==> src/rtl/core/m3i_pkg.sv <==
`timescale 1ns / 1ps
package m3i_pkg;
  localparam int EW = 32;
  localparam int FB = 16;
  localparam int SH = 2 * FB;
  localparam int PW = 2 * EW;
  localparam int CW = PW + 1;
  localparam int HW = CW - EW;
  localparam int MW = EW + HW;
  localparam int DW = EW + CW + 2;
  localparam int QB = EW + 1;
  localparam int RW = DW + QB;
  localparam int NS = 9;

  // Operand indexes of the two products behind each cofactor
  localparam int IDX_A [NS] = '{4, 3, 3, 1, 0, 0, 1, 0, 0};
  localparam int IDX_B [NS] = '{8, 8, 7, 8, 8, 7, 5, 5, 4};
  localparam int IDX_C [NS] = '{5, 5, 4, 2, 2, 1, 2, 2, 1};
  localparam int IDX_D [NS] = '{7, 6, 6, 7, 6, 6, 4, 3, 3};
  // Cofactors with odd row plus column flip sign
  localparam logic [NS-1:0] NEG_COF = 9'h0AA;
  // Source cofactor of each adjugate entry
  localparam int TRN [NS] = '{0, 3, 6, 1, 4, 7, 2, 5, 8};

  localparam logic [EW-1:0] ENT_MIN = {1'b1, {(EW-1){1'b0}}};
  localparam logic [EW-1:0] ENT_MAX = {1'b0, {(EW-1){1'b1}}};
  localparam logic [QB-1:0] LIM_POS = {2'b00, {(EW-1){1'b1}}};
  localparam logic [QB-1:0] LIM_NEG = {2'b01, {(EW-1){1'b0}}};

  typedef logic [NS-1:0][EW-1:0] mat_t;
  typedef logic [RW-1:0] rem_t;
  typedef logic [QB-1:0] quo_t;

  typedef struct packed {
    rem_t dsh;
    rem_t [NS-1:0] r;
    quo_t [NS-1:0] q;
    logic [NS-1:0] neg;
    logic [NS-1:0] ovf;
    logic sing;
  } div_t;

  typedef struct packed {
    mat_t m;
    logic sing;
    logic ovf;
  } res_t;
endpackage

==> src/rtl/core/m3i_back.sv <==
`timescale 1ns / 1ps
module m3i_back (
  input  logic          clk,
  input  logic          rst,
  input  logic          valid_up,
  output logic          ready_up,
  input  m3i_pkg::div_t din,
  output logic          valid_dn,
  input  logic          ready_dn,
  output m3i_pkg::res_t dout
);
  logic                   v;
  m3i_pkg::res_t          nxt;
  logic [m3i_pkg::QB-1:0] lim;
  logic [m3i_pkg::QB-1:0] mag;
  logic [m3i_pkg::QB-1:0] sval;
  logic                   sat;

  assign ready_up = !v || ready_dn;
  assign valid_dn = v;

  // Saturate, apply sign, or give the error pattern when singular
  always_comb begin
    nxt  = '0;
    lim  = '0;
    mag  = '0;
    sval = '0;
    sat  = 1'b0;
    for (int k = 0; k < m3i_pkg::NS; k++) begin
      lim  = din.neg[k] ? m3i_pkg::LIM_NEG : m3i_pkg::LIM_POS;
      sat  = din.ovf[k] || (din.q[k] > lim);
      mag  = sat ? lim : din.q[k];
      sval = din.neg[k] ? -mag : mag;
      if (din.sing) begin
        nxt.m[k] = k[0] ? m3i_pkg::ENT_MAX : m3i_pkg::ENT_MIN;
      end else begin
        nxt.m[k] = sval[m3i_pkg::EW-1:0];
        nxt.ovf  = nxt.ovf | sat;
      end
    end
    nxt.sing = din.sing;
  end

  always_ff @(posedge clk) begin
    if (rst) begin
      v <= 1'b0;
    end else if (ready_up) begin
      v <= valid_up;
    end
  end

  always_ff @(posedge clk) begin
    if (ready_up) begin
      dout <= nxt;
    end
  end
endmodule

==> config.mk <==
export PLATFORM = sky130hd
export DESIGN_NAME = m3i_back
export DESIGN_NICKNAME = d
export VERILOG_FILES = /design/src/rtl/core/m3i_pkg.sv /design/src/rtl/core/m3i_back.sv
export SDC_FILE = /design/constraint.sdc
export NUM_CORES = 1
export LEC_CHECK = 0
export BUFFER_PORTS_ARGS = -buffer_cell sky130_fd_sc_hd__buf_2
export CAP_MARGIN = 40
export CORE_AREA = 2 2 751 753
export CTS_CLUSTER_SIZE = 25
export DETAILED_ROUTE_END_ITERATION = 8
export DIE_AREA = 0 0 753 755
export SLEW_MARGIN = 20
export SYNTH_ARGS = -nofsm -noshare
export SYNTH_HDL_FRONTEND = slang
export SYNTH_SLANG_ARGS = --single-unit
==> constraint.sdc <==
create_clock -name clk -period 11 [get_ports clk]
set_clock_uncertainty 0.2 [all_clocks]
set_input_delay 0.55 -clock clk [delete_from_list [all_inputs] [get_ports clk]]
set_output_delay 0.55 -clock clk [all_outputs]
set_load 0.01 [all_outputs]
==> metrics, run 1 <==
design area 40700 µm²; Setup violations, final 0; setup TNS 0 ps; FP Rows 275; Clock Tree Buf Depth 3; Leak 12.9 nW; Peak Freq 0.142 GHz; Clk Tree Root Cell clkbuf_16; Post-synth EDFFs 290; port bufs 611; register area share after synthesis 32.8%; Avg Synthesized Cell Area 8.53 µm²; top post-synthesis cells by area edfxtp_1, ha_1, a21oi_1; Post CTS Setup Buffer Count 0; largest net degree at the start of global routing 125; syn nets 5053; Post-Synthesis Cell Area 26600 µm²; Inserted Clock Buffers 43; Max transition margin 35.9%; Main synth FF type edfxtp_1; largest area contributor in the netlist edfxtp_1; routed len/inst 18.2 µm; Starting DRT DRC Count 2694; Peak supply drop 0.0969 mV; commonest non-fill, non-tap cells in the layout buf_2, a21oi_1, o21ai_0; CTS tree done; die height 755 µm; DRT Wirelength 205000 µm; RSZ-0062 raised after global routing no; Reg clk slew, reported paths 60 ps; asr flop ratio synth 0%; Global Route Usage Sum 6.86%; total gr overflow 0; WP data arrival 7260 ps; placed instance area 39100 µm²; Die ar. 569000 µm²; final worst path period need 7060 ps; Hold WS 103 ps; CP max FO 59; Crit. End Element register; drt via density 2.57; Gate Count Post-Synth 3116; Fill cells 65700; critical path class primary input to register; die width 753 µm; layout overhead on the synthesized area 53.1%; H-tree Lvls 2; Startpoint Class primary input; share of the synthesized area in the top cell type 32.8%; first drt pass iteration count 6; NumNets Final 5611; final period utilization 64.2%; Starting Density 4.75%; Max-cap violations 0; hpwl dp 177000 µm; worst min path class primary input to register; Least-Margin Pin Slew 961 ps; flops & latches, synth 291; Yosys Warn Count 0; Pins Over Slew Limit 0; status complete, no violations; count of cell types in the netlist 85; initial antenna violation count 155; most common cell after layout, fill and taps aside buf_2; vias 28900; first-pass GRT wire length 259000 µm; layout cells sized above 1 23.4%; routability cong. 0.846; Clock Latency Late Sink 640 ps; DR DRC count 0; Worst EP required 11210 ps; I/O pins 1932; final hold violation count 0; Core ar. 560000 µm²; CTS sink count 291; total power per unit cell area 98.4 nW/µm²; vias in the first global route 25800; Final ANT Viol Nets 0
[area by class of cell]
type / count / area [µm²] / share of cell area, %
clock inverters: 32 / 329 / 0.809
inverters: 46 / 175 / 0.430
diodes: 59 / 148 / 0.363
clock buffers: 46 / 1090 / 2.67
repair buffers: 689 / 3770 / 9.26
multi-input cells: 2603 / 17100 / 42.0
flip-flops and latches: 291 / 8730 / 21.4
well taps: 7479 / 9360 / 23.0
[flip-flops by register name, indices dropped and copies added, names as in the netlist]
name	cells
dout	290
valid_dn	1
[metal layers]
metal | global-route usage, % | vias up | wire [µm]
li1 | - | 13300 | -
met1 | 8.68 | 13700 | 87200
met2 | 10.0 | 1470 | 83300
met3 | 2.52 | 314 | 19300
met4 | 3.86 | 70 | 14300
met5 | 0 | - | 423
[worst paths after layout]
kind / from / to / slack [ps] / cells past startpoint
worst max-delay path: din[13] / dout[126]$_SDFFCE_PP1P_ / 3940 / 17
worst max register to register: valid_dn$_SDFFE_PP0P_ / dout[8]$_SDFFCE_PP0P_ / 8210 / 3
worst min-delay path: din[144] / dout[124]$_SDFFCE_PP1P_ / 100 / 3
worst min register to register: valid_dn$_SDFFE_PP0P_ / dout[267]$_SDFFCE_PP0P_ / 910 / 1
[critical path: stages]
cell and delay (ps):
buf_2 530, buf_4 630, ha_1 270, nand4_1 170, nor4_1 610, nand4_1 710, o41ai_2 190, buf_4 270
o21ai_4 100, mux2i_1 290, ha_1 340, nor3b_1 370, nand4_1 330, or4_1 880, or3_1 430, a2111oi_0 410
a21oi_1 90
[cells by family (layout without fill, tap and decap cells)]
kind of cell | after synthesis | after routing | share of synthesized area [%]
xor gates and xnor gates | 13 | 13 | 0.428
muxes | 73 | 73 | 2.95
buffers and inverters | 222 | 813 | 3.22
other | 0 | 59 | 0
adders and majority gates | 297 | 297 | 14.0
DFF | 291 | 291 | 32.8
and+or+nand+nor | 1163 | 1163 | 21.9
AOI/OAI and AO/OA | 1057 | 1057 | 24.6
[synth_stat cells, types with 16 or more instances]
library cell	number
a211oi_1	53
mux2_2	42
nor2_1	289
ha_1	297
o311ai_0	18
or2_2	36
edfxtp_1	290
a221oi_1	16
a21oi_1	340
nand2b_1	35
o21a_1	32
nor4_1	50
o21bai_1	16
and3_1	23
clkbuf_1	160
o31ai_1	19
nand4_1	72
nor3_1	127
mux2i_1	31
inv_1	43
nand2_1	280
o21ai_0	314
or4_1	33
nand3_1	72
a21o_1	61
or3_1	65
[timing repair]
item                      CTS  global route
hold endpoints to repair    3             0
hold buffers                4             0
resized for setup           0             0
[stage by stage]
step / cells / total power [mW] / utilization (%) / setup WS (ps)
5_1_grt: 11200 / 4.23 / 7.25 / 3390
6_report: 11200 / 4.01 / 7.27 / 3940
3_3_place_gp: 11100 / 2.57 / 6.94 / 3140
3_5_place_dp: 11100 / 2.60 / 6.98 / 3270
2_1_floorplan: 3116 / 1.93 / - / 2490
4_1_cts: 11200 / 4.11 / 7.24 / 4000
[report_power, final]
part	leakage (nW)	switching, mW	internal, mW
sequential	2.91	0.0467	1.34
combinational	9.32	0.804	0.360
clock	0.685	0.654	0.805
total	12.9	1.50	2.50
(Power assumes the default switching activity.)
==> run 2: changes to the inputs <==
--- a/config.mk
+++ b/config.mk
@@ -7,10 +7,10 @@
 export LEC_CHECK = 0
 export BUFFER_PORTS_ARGS = -buffer_cell sky130_fd_sc_hd__buf_2
 export CAP_MARGIN = 40
-export CORE_AREA = 2 2 751 753
+export CORE_AREA = 2 2 748 750
 export CTS_CLUSTER_SIZE = 25
 export DETAILED_ROUTE_END_ITERATION = 8
-export DIE_AREA = 0 0 753 755
+export DIE_AREA = 0 0 750 752
 export SLEW_MARGIN = 20
 export SYNTH_ARGS = -nofsm -noshare
 export SYNTH_HDL_FRONTEND = slang
==> constraint.sdc (replaced) <==
create_clock -name clk -period 6.3 [get_ports clk]
set_clock_uncertainty 0.2 [all_clocks]
set_input_delay 0.315 -clock clk [delete_from_list [all_inputs] [get_ports clk]]
set_output_delay 0.315 -clock clk [all_outputs]
set_load 0.01 [all_outputs]
==> metrics, run 2 (synthesis results as in run 1) <==
layout overhead on the synthesized area 62.4%; final period utilization 86.1%; Worst EP required 6400 ps (-4810 ps); commonest non-fill, non-tap cells in the layout buf_2, a21oi_1, o21ai_0; Reg clk slew, reported paths 60 ps (about the same); WP data arrival 5530 ps (-1730 ps); vias 30200 (+4.6%); Setup violations, final 0 (unchanged); vias in the first global route 26800 (+4.2%); Fill cells 65000 (-1.0%); Core ar. 556000 µm² (-0.73%); final hold violation count 0 (unchanged); initial antenna violation count 179 (+15%); Final Power 7.39 mW (+84%); Clock Latency Late Sink 650 ps (about the same); Max transition margin 31.7% (-4.3 points); Critical Path, Cell by Cell dlygate4sd3_1 > buf_2 > ha_1 > nand4_1 > nor4_1 > nand4_1 > o31a_1 > a31oi_1 > buf_4 > and2_1 > o21ai_0 > buf_4 > ha_1 > buf_4 > nand2_1 > nor3_1 > nand2b_1 > o31ai_1 > nor4_2; I/O pins 1932 (unchanged); worst min path class primary input to register; Least-Margin Pin Slew 1020 ps (+55.3 ps); register-to-register path setup slack 4080 ps (-4130 ps); Inserted Clock Buffers 44 (+2.3%); RSZ-0062 raised after global routing no; Starting Density 4.78% (+0.035 points); DRT Wirelength 210000 µm (+2.5%); Clock Tree Buf Depth 3 (unchanged); cts repair resizes 0 (unchanged); port bufs 611 (unchanged); NumNets Final 5859 (+4.4%); Leak 14.0 nW (+8.8%); most common cell after layout, fill and taps aside buf_2; FP Rows 274 (-0.36%); drt via density 2.64 (+2.6%); Startpoint Class primary input; DR DRC count 0 (unchanged); largest net degree at the start of global routing 116 (-7.2%); total power per unit cell area 171 nW/µm² (+74%); most flop-heavy register dout; routed len/inst 18.3 µm (+0.61%); layout cells sized above 1 22.8% (-0.61 points); CP max FO 14 (-76%); Peak supply drop 0.203 mV (+110%); Peak Freq 0.184 GHz; GR peak layer met2; met2 usage 9.60% (-0.39 points); CTS sink count 291 (unchanged); status complete, no violations; Crit. End Element register; first drt pass iteration count 8 (+2); setup TNS 0 ps (unchanged); critical path class primary input to register; Global Route Usage Sum 7.11% (+0.24 points); crit-path max cell delay 840 ps (-40 ps); Pins Over Slew Limit 0 (unchanged); M1 GR Usage 8.78% (+0.10 points); final worst path period need 5430 ps; Starting DRT DRC Count 3143 (+17%); H-tree Lvls 2 (unchanged); total gr overflow 0 (unchanged); CTS tree done; GR Util met3 3.17% (+0.66 points); die width 750 µm (-0.40%); Clk Tree Root Cell clkbuf_16; routability cong. 0.873 (+3.2%); first-pass GRT wire length 265000 µm (+2.4%); CP dominant cell by count buf_4; die height 752 µm (-0.40%); slowest CP cell nor4_2; hpwl dp 182000 µm (+2.5%); max reg flops 290 (unchanged); Die ar. 564000 µm² (-0.79%); Max-cap violations 0 (unchanged); Final ANT Viol Nets 0 (unchanged)
## run 2: repair_timing
item                                    in CTS  in global routing
setup buffers                                0                  0
hold buffers                               223                  1
endpoints found under the hold margin      213                  1
endpoints found under the setup margin       0                  0
## run 2: worst paths after layout
| path | depth (start not counted) | start | endpoint |
|---|---|---|---|
| min | 3 | din[267] | dout[243]$_SDFFCE_PP1P_ |
| max reg2reg | 2 | valid_dn$_SDFFE_PP0P_ | dout[38]$_SDFFCE_PP1P_ |
| max | 19 | din[103] | dout[92]$_SDFFCE_PP0P_ |
| min reg2reg | 1 | valid_dn$_SDFFE_PP0P_ | dout[266]$_SDFFCE_PP0P_ |
## run 2: where the power goes
group          internal, mW  leakage (nW)  total, mW  switching [mW]
clock network          1.62         0.747       2.73            1.11
logic                 0.733          10.4       2.24            1.51
registers              2.33          2.91       2.42          0.0828
## run 2: critical path: cells and delay by family
| family | cells | cell delay, ps |
|---|---|---|
| AOI/OAI and AO/OA | 4 | 540 |
| adders and majority gates | 2 | 510 |
| buffers and inverters | 5 | 1430 |
| and+or+nand+nor | 8 | 2720 |
## run 2: layer usage
layer	wire length, µm	vias up
met3	22800	403
met4	19600	96
met1	87100	14200
li1	-	13800
met5	606	-
met2	79600	1700
## run 2: area by class of cell
class	instances	area [µm²]	share of cell area, %
Tap cell	7452	9320	21.6
Inverter	46	175	0.406
Multi-Input combinational cell	2603	17100	39.6
Antenna cell	47	118	0.272
Clock buffer	47	1110	2.58
Sequential cell	291	8730	20.2
Timing Repair Buffer	936	6190	14.3
Clock inverter	33	428	0.991
## run 2: metrics by stage
stage	cells	area (µm²)	setup slack, ps	util (%)	hold slack (ps)
finish	11500	43200	873	7.77	60.0
global route	11400	43100	606	7.75	25.8
CTS	11400	43000	948	7.74	1.59
detailed placement	11100	39200	391	7.06	272
global placement	11100	39100	350	7.04	277
floorplan	3116	26600	1010	-	184
